`src/hw/rtl/lsg_pkg.sv`:
```
package lsg_pkg;

   localparam int SAMPLE_W         = 25;
   localparam int SUM_W            = 30;
   localparam int LEVEL_W          = 25;
   localparam int X100_W           = 24;
   localparam int COUNT_W          = 4;
   localparam int MIN_CHANGE_W     = 8;
   localparam int CSR_DATA_W       = 8;
   localparam int PROD_W           = 32;
   localparam int X100_SCALE       = 100;
   localparam int COUNT_RESET      = 1;
   localparam int MIN_CHANGE_RESET = 32;

   typedef enum logic [0:0] {
      REG_SAMPLE_COUNT = 1'b0,
      REG_MIN_CHANGE   = 1'b1
   } csr_index_type;

endpackage

```
`src/hw/rtl/lsg_divider.sv`:
```
// restoring divider, one quotient bit per cycle
module lsg_divider (
   input  logic                         clock,
   input  logic                         reset,
   input  logic                         start,
   input  logic [lsg_pkg::SUM_W-1:0]    dividend,
   input  logic [lsg_pkg::COUNT_W-1:0]  divisor,
   output logic                         done,
   output logic [lsg_pkg::SUM_W-1:0]    quotient
);

   localparam int CNT_W = $clog2(lsg_pkg::SUM_W);
   localparam logic [CNT_W-1:0] LAST_STEP = CNT_W'(lsg_pkg::SUM_W - 1);

   logic                         busy_ff,  busy_in;
   logic                         done_ff,  done_in;
   logic [CNT_W-1:0]             cnt_ff,   cnt_in;
   logic [lsg_pkg::SUM_W-1:0]    quo_ff,   quo_in;
   logic [lsg_pkg::COUNT_W-1:0]  rem_ff,   rem_in;
   logic [lsg_pkg::COUNT_W-1:0]  div_ff,   div_in;
   logic [lsg_pkg::COUNT_W:0]    trial;
   logic                         fits;

   always_comb begin
      busy_in = busy_ff;
      done_in = 1'b0;
      cnt_in  = cnt_ff;
      quo_in  = quo_ff;
      rem_in  = rem_ff;
      div_in  = div_ff;
      trial   = {rem_ff, quo_ff[lsg_pkg::SUM_W-1]};
      fits    = trial >= {1'b0, div_ff};
      if (start) begin
         busy_in = 1'b1;
         cnt_in  = '0;
         quo_in  = dividend;
         rem_in  = '0;
         div_in  = divisor;
      end else if (busy_ff) begin
         rem_in = fits ? lsg_pkg::COUNT_W'(trial - {1'b0, div_ff})
                       : lsg_pkg::COUNT_W'(trial);
         quo_in = {quo_ff[lsg_pkg::SUM_W-2:0], fits};
         cnt_in = cnt_ff + 1'b1;
         if (cnt_ff == LAST_STEP) begin
            busy_in = 1'b0;
            done_in = 1'b1;
         end
      end
   end

   always_ff @(posedge clock) begin
      cnt_ff <= cnt_in;
      quo_ff <= quo_in;
      rem_ff <= rem_in;
      div_ff <= div_in;
      if (reset) begin
         busy_ff <= 1'b0;
         done_ff <= 1'b0;
      end else begin
         busy_ff <= busy_in;
         done_ff <= done_in;
      end
   end

   assign done     = done_ff;
   assign quotient = quo_ff;

endmodule

```
`src/hw/rtl/lux_smoother_with_change_gate.sv`:
```
// Ambient light smoother with a change gate.
// Request channel (req_valid / req_stall): one light sample in lux, unsigned
// fixed point with FRAC_BITS fraction bits, plus a hold flag. Each transaction
// yields exactly one response transaction (rsp_valid / rsp_stall) carrying the
// reported flag, the last reported lux x100 value and the smoothing mode.
// With sample_count above one the running sum is divided by sample_count in a
// 30-step restoring divider. In pass-through mode (sample_count of one) the
// sample skips the divider. One item is in flight at a time; req_stall is high
// while it is worked on.
// The response sits in an output register. When the receiver stalls, the
// finished response holds there and the block stops in its last step until
// the register is free.
// csr_write_enable writes register csr_index: sample_count
// (clamped to 1..MAX_SAMPLES, clears all smoothing state) or min_change.
// Writes must be made by the user only while no transaction is outstanding;
// the block does not enforce this. Synchronous reset: sample_count 1,
// min_change 32, state cleared, no response pending.
module lux_smoother_with_change_gate #(
   parameter int FRAC_BITS   = 8,
   parameter int MAX_SAMPLES = 10
) (
   input  logic                              clock,
   input  logic                              reset,
   input  logic                              req_valid,
   output logic                              req_stall,
   input  logic [lsg_pkg::SAMPLE_W-1:0]      req_sample_lux_q8,
   input  logic                              req_hold_updates,
   output logic                              rsp_valid,
   input  logic                              rsp_stall,
   output logic                              rsp_reported,
   output logic [lsg_pkg::X100_W-1:0]        rsp_lux_x100,
   output logic                              rsp_smoothing_on,
   input  logic                              csr_write_enable,
   input  logic [0:0]                        csr_index,
   input  logic [lsg_pkg::CSR_DATA_W-1:0]    csr_write_data
);

   typedef enum logic [2:0] {
      S_IDLE,
      S_ACCUM,
      S_DIV,
      S_SCALE,
      S_GATE
   } state_type;

   localparam logic [lsg_pkg::SUM_W:0]    SUM_MAX   = {1'b0, {lsg_pkg::SUM_W{1'b1}}};
   localparam logic [lsg_pkg::LEVEL_W-1:0] LEVEL_MAX = '1;
   localparam logic [lsg_pkg::PROD_W:0]   HALF      = (lsg_pkg::PROD_W+1)'(1) << (FRAC_BITS - 1);
   localparam logic [lsg_pkg::PROD_W:0]   X100_MAX  = (lsg_pkg::PROD_W+1)'({lsg_pkg::X100_W{1'b1}});

   state_type                          state_ff,      state_in;
   logic [lsg_pkg::COUNT_W-1:0]        count_ff,      count_in;
   logic [lsg_pkg::MIN_CHANGE_W-1:0]   min_change_ff, min_change_in;
   logic [lsg_pkg::SUM_W-1:0]          sum_ff,        sum_in;
   logic [lsg_pkg::LEVEL_W-1:0]        level_ff,      level_in;
   logic [lsg_pkg::X100_W-1:0]         last_ff,       last_in;
   logic [lsg_pkg::SAMPLE_W-1:0]       sample_ff,     sample_in;
   logic                               hold_ff,       hold_in;
   logic [lsg_pkg::PROD_W-1:0]         prod_ff,       prod_in;
   logic                               div_start_ff,  div_start_in;
   logic                               rsp_valid_ff,  rsp_valid_in;
   logic                               rsp_rep_ff,    rsp_rep_in;
   logic [lsg_pkg::X100_W-1:0]         rsp_lux_ff,    rsp_lux_in;
   logic                               rsp_smooth_ff, rsp_smooth_in;

   logic                               smoothing;
   logic                               out_free;
   logic                               div_done;
   logic [lsg_pkg::SUM_W-1:0]          div_quotient;
   logic [lsg_pkg::SUM_W:0]            acc;
   logic [lsg_pkg::PROD_W:0]           rounded;
   logic [lsg_pkg::X100_W-1:0]         fresh;
   logic [lsg_pkg::X100_W-1:0]         change;
   logic                               update;
   logic [lsg_pkg::COUNT_W-1:0]        new_count;

   lsg_divider u_divider (
      .clock    (clock),
      .reset    (reset),
      .start    (div_start_ff),
      .dividend (sum_ff),
      .divisor  (count_ff),
      .done     (div_done),
      .quotient (div_quotient)
   );

   assign smoothing = count_ff > lsg_pkg::COUNT_W'(1);
   assign out_free  = !rsp_valid_ff || !rsp_stall;

   always_comb begin
      state_in      = state_ff;
      count_in      = count_ff;
      min_change_in = min_change_ff;
      sum_in        = sum_ff;
      level_in      = level_ff;
      last_in       = last_ff;
      sample_in     = sample_ff;
      hold_in       = hold_ff;
      prod_in       = prod_ff;
      div_start_in  = 1'b0;
      rsp_valid_in  = rsp_valid_ff && rsp_stall;
      rsp_rep_in    = rsp_rep_ff;
      rsp_lux_in    = rsp_lux_ff;
      rsp_smooth_in = rsp_smooth_ff;

      acc = {1'b0, sum_ff} + (lsg_pkg::SUM_W+1)'(sample_ff);
      if (acc >= (lsg_pkg::SUM_W+1)'(level_ff)) begin
         acc = acc - (lsg_pkg::SUM_W+1)'(level_ff);
      end else begin
         acc = '0;
      end
      if (acc > SUM_MAX) begin
         acc = SUM_MAX;
      end

      rounded = ((lsg_pkg::PROD_W+1)'(prod_ff) + HALF) >> FRAC_BITS;
      fresh   = (rounded > X100_MAX) ? '1 : lsg_pkg::X100_W'(rounded);
      change  = (fresh >= last_ff) ? fresh - last_ff : last_ff - fresh;
      update  = !hold_ff && (change != '0)
                && ((change >= lsg_pkg::X100_W'(min_change_ff))
                    || (fresh < lsg_pkg::X100_W'(min_change_ff)));

      unique case (state_ff)
         S_IDLE: begin
            if (req_valid) begin
               sample_in = req_sample_lux_q8;
               hold_in   = req_hold_updates;
               state_in  = S_ACCUM;
            end
         end
         S_ACCUM: begin
            if (smoothing) begin
               sum_in       = lsg_pkg::SUM_W'(acc);
               div_start_in = 1'b1;
               state_in     = S_DIV;
            end else begin
               level_in = sample_ff;
               state_in = S_SCALE;
            end
         end
         S_DIV: begin
            if (div_done) begin
               level_in = (div_quotient[lsg_pkg::SUM_W-1:lsg_pkg::LEVEL_W] != '0)
                          ? LEVEL_MAX : div_quotient[lsg_pkg::LEVEL_W-1:0];
               state_in = S_SCALE;
            end
         end
         S_SCALE: begin
            prod_in  = lsg_pkg::PROD_W'(level_ff) * lsg_pkg::PROD_W'(lsg_pkg::X100_SCALE);
            state_in = S_GATE;
         end
         S_GATE: begin
            if (out_free) begin
               if (update) begin
                  last_in = fresh;
               end
               rsp_valid_in  = 1'b1;
               rsp_rep_in    = update;
               rsp_lux_in    = update ? fresh : last_ff;
               rsp_smooth_in = smoothing;
               state_in      = S_IDLE;
            end
         end
         default: begin
            state_in = S_IDLE;
         end
      endcase

      new_count = csr_write_data[lsg_pkg::COUNT_W-1:0];
      if (new_count == '0) begin
         new_count = lsg_pkg::COUNT_W'(1);
      end else if (32'(new_count) > MAX_SAMPLES) begin
         new_count = lsg_pkg::COUNT_W'(MAX_SAMPLES);
      end

      if (csr_write_enable) begin
         unique case (lsg_pkg::csr_index_type'(csr_index))
            lsg_pkg::REG_SAMPLE_COUNT: begin
               count_in = new_count;
               sum_in   = '0;
               level_in = '0;
               last_in  = '0;
            end
            lsg_pkg::REG_MIN_CHANGE: begin
               min_change_in = csr_write_data[lsg_pkg::MIN_CHANGE_W-1:0];
            end
            default: begin
               min_change_in = min_change_ff;
            end
         endcase
      end
   end

   always_ff @(posedge clock) begin
      sample_ff     <= sample_in;
      hold_ff       <= hold_in;
      prod_ff       <= prod_in;
      rsp_rep_ff    <= rsp_rep_in;
      rsp_lux_ff    <= rsp_lux_in;
      rsp_smooth_ff <= rsp_smooth_in;
      if (reset) begin
         state_ff      <= S_IDLE;
         count_ff      <= lsg_pkg::COUNT_W'(lsg_pkg::COUNT_RESET);
         min_change_ff <= lsg_pkg::MIN_CHANGE_W'(lsg_pkg::MIN_CHANGE_RESET);
         sum_ff        <= '0;
         level_ff      <= '0;
         last_ff       <= '0;
         div_start_ff  <= 1'b0;
         rsp_valid_ff  <= 1'b0;
      end else begin
         state_ff      <= state_in;
         count_ff      <= count_in;
         min_change_ff <= min_change_in;
         sum_ff        <= sum_in;
         level_ff      <= level_in;
         last_ff       <= last_in;
         div_start_ff  <= div_start_in;
         rsp_valid_ff  <= rsp_valid_in;
      end
   end

   assign req_stall        = state_ff != S_IDLE;
   assign rsp_valid        = rsp_valid_ff;
   assign rsp_reported     = rsp_rep_ff;
   assign rsp_lux_x100     = rsp_lux_ff;
   assign rsp_smoothing_on = rsp_smooth_ff;

`ifndef SYNTHESIS
   a_div_done_in_div: assert property (@(posedge clock) disable iff (reset)
      div_done |-> state_ff == S_DIV)
      else $error("divider finished outside the divide step");

   a_pass_through_skips_div: assert property (@(posedge clock) disable iff (reset)
      (state_ff == S_ACCUM) && !smoothing |=> state_ff == S_SCALE)
      else $error("pass-through item entered the divider");

   a_report_changes_value: assert property (@(posedge clock) disable iff (reset)
      $past(state_ff == S_GATE && out_free) && rsp_reported
         |-> rsp_lux_x100 != $past(last_ff))
      else $error("reported value equals previous report");
`endif

endmodule

```
`config.mk`:
```
export PLATFORM = sky130hd
export DESIGN_NAME = lux_smoother_with_change_gate
export DESIGN_NICKNAME = d
export VERILOG_FILES = /design/src/hw/rtl/lsg_pkg.sv /design/src/hw/rtl/lsg_divider.sv /design/src/hw/rtl/lux_smoother_with_change_gate.sv
export SDC_FILE = /design/constraint.sdc
export NUM_CORES = 1
export LEC_CHECK = 0
export BUFFER_PORTS_ARGS = -buffer_cell sky130_fd_sc_hd__buf_2
export CORE_MARGIN = 8
export CORE_UTILIZATION = 45
export CTS_CLUSTER_SIZE = 14
export DETAILED_ROUTE_END_ITERATION = 6
export PLACE_DENSITY = 0.63
export SLEW_MARGIN = 0
export SYNTH_ARGS = -nofsm -noshare
export SYNTH_HDL_FRONTEND = slang
export SYNTH_SLANG_ARGS = --single-unit
```
`constraint.sdc`:
```
create_clock -name clock -period 6.5 [get_ports clock]
set_input_delay 0.65 -clock clock [delete_from_list [all_inputs] [get_ports clock]]
set_output_delay 0.65 -clock clock [all_outputs]
set_load 0.01 [all_outputs]
```
* Yosys cells after proc, flatten, opt, wreduce, memory -nomap -nowiden *
Cells that the tools add are included.

storage, ports and cells
  input port bits = 40
  output and inout bits = 28
  logic and storage cells = 105
  register bits after elaboration = 223

operators by class
  mux-type cells = 36
  multipliers = 1
  equality and inequality tests = 8
  $lt $le $gt $ge = 9
  bitwise gates (word level) = 3
  reductions and logical operators = 21
  $add $sub $neg = 7

operator list
  cell                   count
  $mux 30                7
  $mux 24                7
  $mux 25                5
  $pmux 25 s2            1
  $sub 24x24->24         2
  $add 32x8->33 const B  1
  $add 30x25->31         1
  $ge 31x25->1           1
  $gt 31x30->1 const B   1
  $mux 31                1
  $sub 31x25->31         1
  $mul 25x5->30 const B  1
  $gt 25x24->1 const B   1
  $ge 24x24->1           1
  $ge 24x8->1            1
  $lt 24x8->1            1
  $reduce_bool 24->1     1
  $pmux 3 s5             1
  $mux 4                 3
  $mux 3                 3
  $mux 1                 8
  $reduce_and 2->1       4
  $eq 3x2->1 const B     2
  $add 5x1->5 const B    1
  21 further kinds       29

* Longest topological paths before layout *
  depth in word-level cells = 13
  gate-level depth with buffers = 29

* Hierarchy *
A second synthesis with hierarchy kept.

second synthesis, totals
  cell total of the unflattened synthesis = 2,025
  area total of the unflattened synthesis = 17,480.5 µm²

by module, submodules not included
  module                         instances  cells an instance  area each (µm²)  sequential area each (µm²)
  lux_smoother_with_change_gate  1          1,885              15,462.3         4,234.1
  lsg_divider                    1          140                2,018.2          1,241.2

* Least setup slack after synthesis *
Ideal clock, no wire load.

  kind = flip-flop to flip-flop
  start point = reg prod_ff[7] (netlist name)
  end point = reg rsp_lux_ff, in the netlist rsp_lux_x100[10], data pin
  path buffers = 4
  data arrival time = 5.391 ns
  data required time = 6.235 ns
  setup slack = 0.844 ns
  clock period less this slack = 5.656 ns
  stages on the path, launching flop included = 30
  cells stage by stage = edfxtp_1 ha_1 and4_1 and3_1 clkbuf_1 nand2_1 xor2_1 nand2_1 ha_1 buf_2 a21o_1 a221o_1 o21ai_1 and4_1 buf_4 mux2i_1 xor2_1 ha_1 nor2b_1 o21ai_0 nand2b_1 a21oi_1 o21ai_0 a221oi_1 o2111ai_1 o41ai_4 inv_2 clkbuf_1 nand2_1 o21ai_1

on the way
  cells in the longest elaborated chain, start to end = 9
  elaborated cells between the ends (all ways) = 14

ends and longest elaborated chain
  item                                                          RTL line                                                                    source
  start: declaration                                            lux_smoother_with_change_gate.sv:59                                         logic [lsg_pkg::PROD_W-1:0] prod_ff, prod_in;
  start signal: assignment                                      lux_smoother_with_change_gate.sv:197                                        prod_ff <= prod_in;
  $add 32x8->33 *                                               lux_smoother_with_change_gate.sv:116                                        rounded = ((lsg_pkg::PROD_W+1)'(prod_ff) + HALF) >> FRAC_BITS;
  $gt 25x24->1                                                  lux_smoother_with_change_gate.sv:117                                        fresh = (rounded > X100_MAX) ? '1 : lsg_pkg::X100_W'(rounded);
  $mux 24 *                                                     lux_smoother_with_change_gate.sv:117
  $sub 24x24->24 / $ge 24x24->1 (equally long branches)         lux_smoother_with_change_gate.sv:118                                        change = (fresh >= last_ff) ? fresh - last_ff : last_ff - fresh;
  $mux 24                                                       lux_smoother_with_change_gate.sv:118
  $ge 24x8->1 / $reduce_bool 24->1 (equally long branches)      lux_smoother_with_change_gate.sv:120, lux_smoother_with_change_gate.sv:119
  $logic_or 1x1->1 / $logic_and 1x1->1 (equally long branches)  lux_smoother_with_change_gate.sv:121, lux_smoother_with_change_gate.sv:119
  $logic_and 1x1->1                                             lux_smoother_with_change_gate.sv:120                                        && ((change >= lsg_pkg::X100_W'(min_change_ff))
  $mux 24 *                                                     lux_smoother_with_change_gate.sv:159                                        rsp_lux_in = update ? fresh : last_ff;
  end signal: assignment                                        lux_smoother_with_change_gate.sv:199                                        rsp_lux_ff <= rsp_lux_in;
  end: declaration                                              lux_smoother_with_change_gate.sv:63                                         logic [lsg_pkg::X100_W-1:0] rsp_lux_ff, rsp_lux_in;

Mark *: on every way between the ends. The rest lies on a longest branch, timed or not.
A chain may end at the register's enable or synchronous reset.

* Worst setup path after layout *
  start point = reg prod_ff[7] (netlist name)
  end point = reg rsp_lux_ff, in the netlist rsp_lux_x100[14], data pin

The elaborated chain is that of the path after synthesis.

==> impl_metrics.yaml <==
worst_hold_path:
  hold_end: "sample_ff[24]"
  hold_path.class: "in2reg"
  hp-start: "req_sample_lux_q8[24]"
  min_delay_path_depth: 1
synthesis:
  synthArstFlopShare_pct: 0
  synthesis.area_mm2: 0.0167
  ys_ff_latch: 218
  synthTopCellsByArea: "edfxtp_1, ha_1, dfxtp_1, a21oi_1, inv_1"
  synth_edf_count: 111
  yosysWarnings: 0
  syn_nets: 2164
  yosysUniqueCellTypes: 76
  synth.avg_cell_area_um2: 8.79
  synthCells: 1902
  synth_top_area_share_pct: 19.9
  yosys.area.top_type: "edfxtp_1"
  synthFlopType: "edfxtp_1"
  synth-seq-area-share_pct: 32.7
routing:
  drc: 0
  drt_iter0_markers: 770
  top_layer: "met4"
  drt_first_pass_iters: 5
  wire_per_inst_um: 17.3
  met3WireLength_mm: 1.57
  drt.antenna.violating_nets: 0
  wl_mm: 42.6
  num_vias: 13860
  wirelength_met1_mm: 19.1
  met2RoutedLength_mm: 20.3
  viasPerCell: 5.64
timing:
  fmax_ghz: 0.164
  hold_viol_final: 0
  rsz0062_at_grt: "no"
  skew_ns: 0.0140
  tightest_slew_ns: 1.13
  finalSetupViolCount: 0
  holdWs_ns: 0.271
  finalCritPeriodShare_pct: 93.6
  slew_viol_final: 0
  setup-tns-final_ns: 0
  min_period_ns: 6.08
  slew_headroom_pct: 24.7
critical_path:
  crit_buf_inv: 2
  regToRegStartpoint: "prod_ff[7]"
  r2r_slack_ns: 0.42
  arrival_ns: 6.38
  r2r_cells: 26
  rr_endpoint: "rsp_lux_x100[14]"
  crit_type: "reg2reg"
  crit_slowest_cell: "o41ai_4"
  crit_family: "compound AO/OA/AOI/OAI gates"
  max_stage_delay_ns: 0.40
  required_ns: 6.79
  worstSetupEndpointType: "flop"
  startpoint_type: "flop"
  cp_max_fo: 33
pwr:
  p_switching_uw: 1260
  total_power_uw: 4170
  p_comb_share_pct: 25.3
  clkPwrFrac_pct: 35.9
  intPower_uw: 2900
  leakage_uw: 0.00809
  peakVddDrop_mv: 0.215
  p_seq_share_pct: 38.8
  switching_share_pct: 30.3
  power_density_mw_per_mm2: 223
floorplan:
  ios: 68
  die_y_um: 209
  die_width_um: 209
  die-area_mm2: 0.0436
  core_area_mm2: 0.0366
  num_rows: 70
  start_util_pct: 45.7
flow_run:
  drv_cap: 0
cells_and_area:
  final_common_cell: "ha_1"
  final_nets: 2231
  area_growth_pct: 12.0
  layout-drive-gt1-share_pct: 11.5
  layout_common_cells: "ha_1, inv_1, nand2_1"
  post-route-util_pct: 51.2
  antenna_cells: 0
clock_network:
  clockBufferDepth: 3
  htreeDepth: 1
  clockRootBuffer: "clkbuf_16"
  clk_latency_ns: 0.55
  cts_tree: "built"
  cts_sinks: 218
  numCtsBuffers: 25
  clkTransAtPathRegs_ns: 0.06
global_route:
  antenna_found_initial: 0
  grt_pass1_vias: 13820
  grt_pass1_wl_mm: 69.6
  grt.total_usage_pct: 19.0
  overflow: 0
  grt_max_degree: 51
placement:
  hpwl_mm: 32.3
  port_buffers: 67
  place_congestion: 0.917
run_status:
  status: "finished clean"
## registers in the layout, summed over array words and instances, names as in the netlist, 3 cells and up
name and cells:
u_divider.rem_ff 4, prod_ff 25, min_change_ff 8, u_divider.quotient 30
u_divider.cnt_ff 5, rsp_lux_x100 24, level_ff 25, sample_ff 25
sum_ff 30, count_ff 4, u_divider.div_ff 4, last_ff 24
state_ff 3
## cells by family after synthesis
group	count (synthesis)	share of synthesized area [%]
buffers and inverters	267	6.14
multiplexers	51	3.29
flip-flops	218	32.7
AND/OR/NAND/NOR	511	14.9
XOR/XNOR	111	5.81
AO/OA/AOI/OAI	522	19.4
adder cells (fa/ha/maj)	222	17.7
## metrics by stage
| stage | area [um^2] | setup WS, ns | std cells |
|---|---|---|---|
| floorplan | 16700 | 0.844 | 1902 |
| global placement | 17700 | 0.139 | 2406 |
| detailed placement | 17700 | 0.0430 | 2406 |
| CTS | 18600 | 0.0380 | 2452 |
| global route | 18700 | 0.0111 | 2456 |
| finish | 18700 | 0.418 | 2456 |
## power by group through the flow
stage	clock network, uW	registers [uW]	logic, uW
after global placement	0	1640	1020
after detailed placement	0	1640	1040
after CTS	1530	1620	1050
after floorplan	0	1620	803
final	1500	1620	1060
after global routing	1580	1630	1190
## worst max-delay path by stage
stage | start | cells past startpoint | slack [ns] | endpoint
after floorplan | prod_ff[7] | 29 | 0.84 | rsp_lux_x100[10]
after global placement | prod_ff[12] | 25 | 0.14 | rsp_lux_x100[4]
after detailed placement | prod_ff[12] | 25 | 0.04 | rsp_lux_x100[4]
after CTS | prod_ff[12] | 25 | 0.04 | rsp_lux_x100[14]
after global routing | prod_ff[8] | 28 | 0.01 | last_ff[7]
final | prod_ff[7] | 26 | 0.42 | rsp_lux_x100[14]
## synth_stat cells (6+ instances only)
cell type  instances
clkbuf_1          54
fa_1              25
a21o_1            51
nand2_1          170
dfxtp_1          107
nor3_1            70
and2_1             9
nand4_1           21
o21bai_1          10
and4_1             7
o21ai_1           27
a21oi_1          156
ha_1             197
or2_2             11
o21ai_0          108
a211o_1            6
o21a_1            17
or3_1             19
and3_1            16
xor2_1            45
a31oi_1           42
nor4_1             7
a21boi_0           6
o31ai_1            8
a211oi_1          19
edfxtp_1         111
nand3b_1           6
nor2_1            83
o22ai_1            6
mux2i_1           19
xnor2_1           66
inv_1            191
nor2b_1           13
nand2b_1          26
buf_2             17
mux2_2            32
nand3_1           39
o211ai_1          11
## timing repair
item                       CTS  global route
setup endpoints to repair    0            49
gates resized for setup      0            23
hold buffers                 0             0
setup buffers                0             4
## metal layers
layer | up-vias | track usage (%)
met2 | 264 | 33.4
met4 | 0 | 7.27
met3 | 83 | 2.50
met1 | 6565 | 23.6
met5 | - | 0
li1 | 6948 | -
## area by class of cell
cell class / count / area, um^2
fillers: 3488 / 17900
multi-input cells: 1417 / 10400
flip-flops and latches: 218 / 5480
clock buffers: 40 / 732
inverters: 193 / 727
repair buffers: 114 / 721
well taps: 468 / 586
clock inverters: 6 / 134
Note: power is estimated with default switching activity, not from simulation.
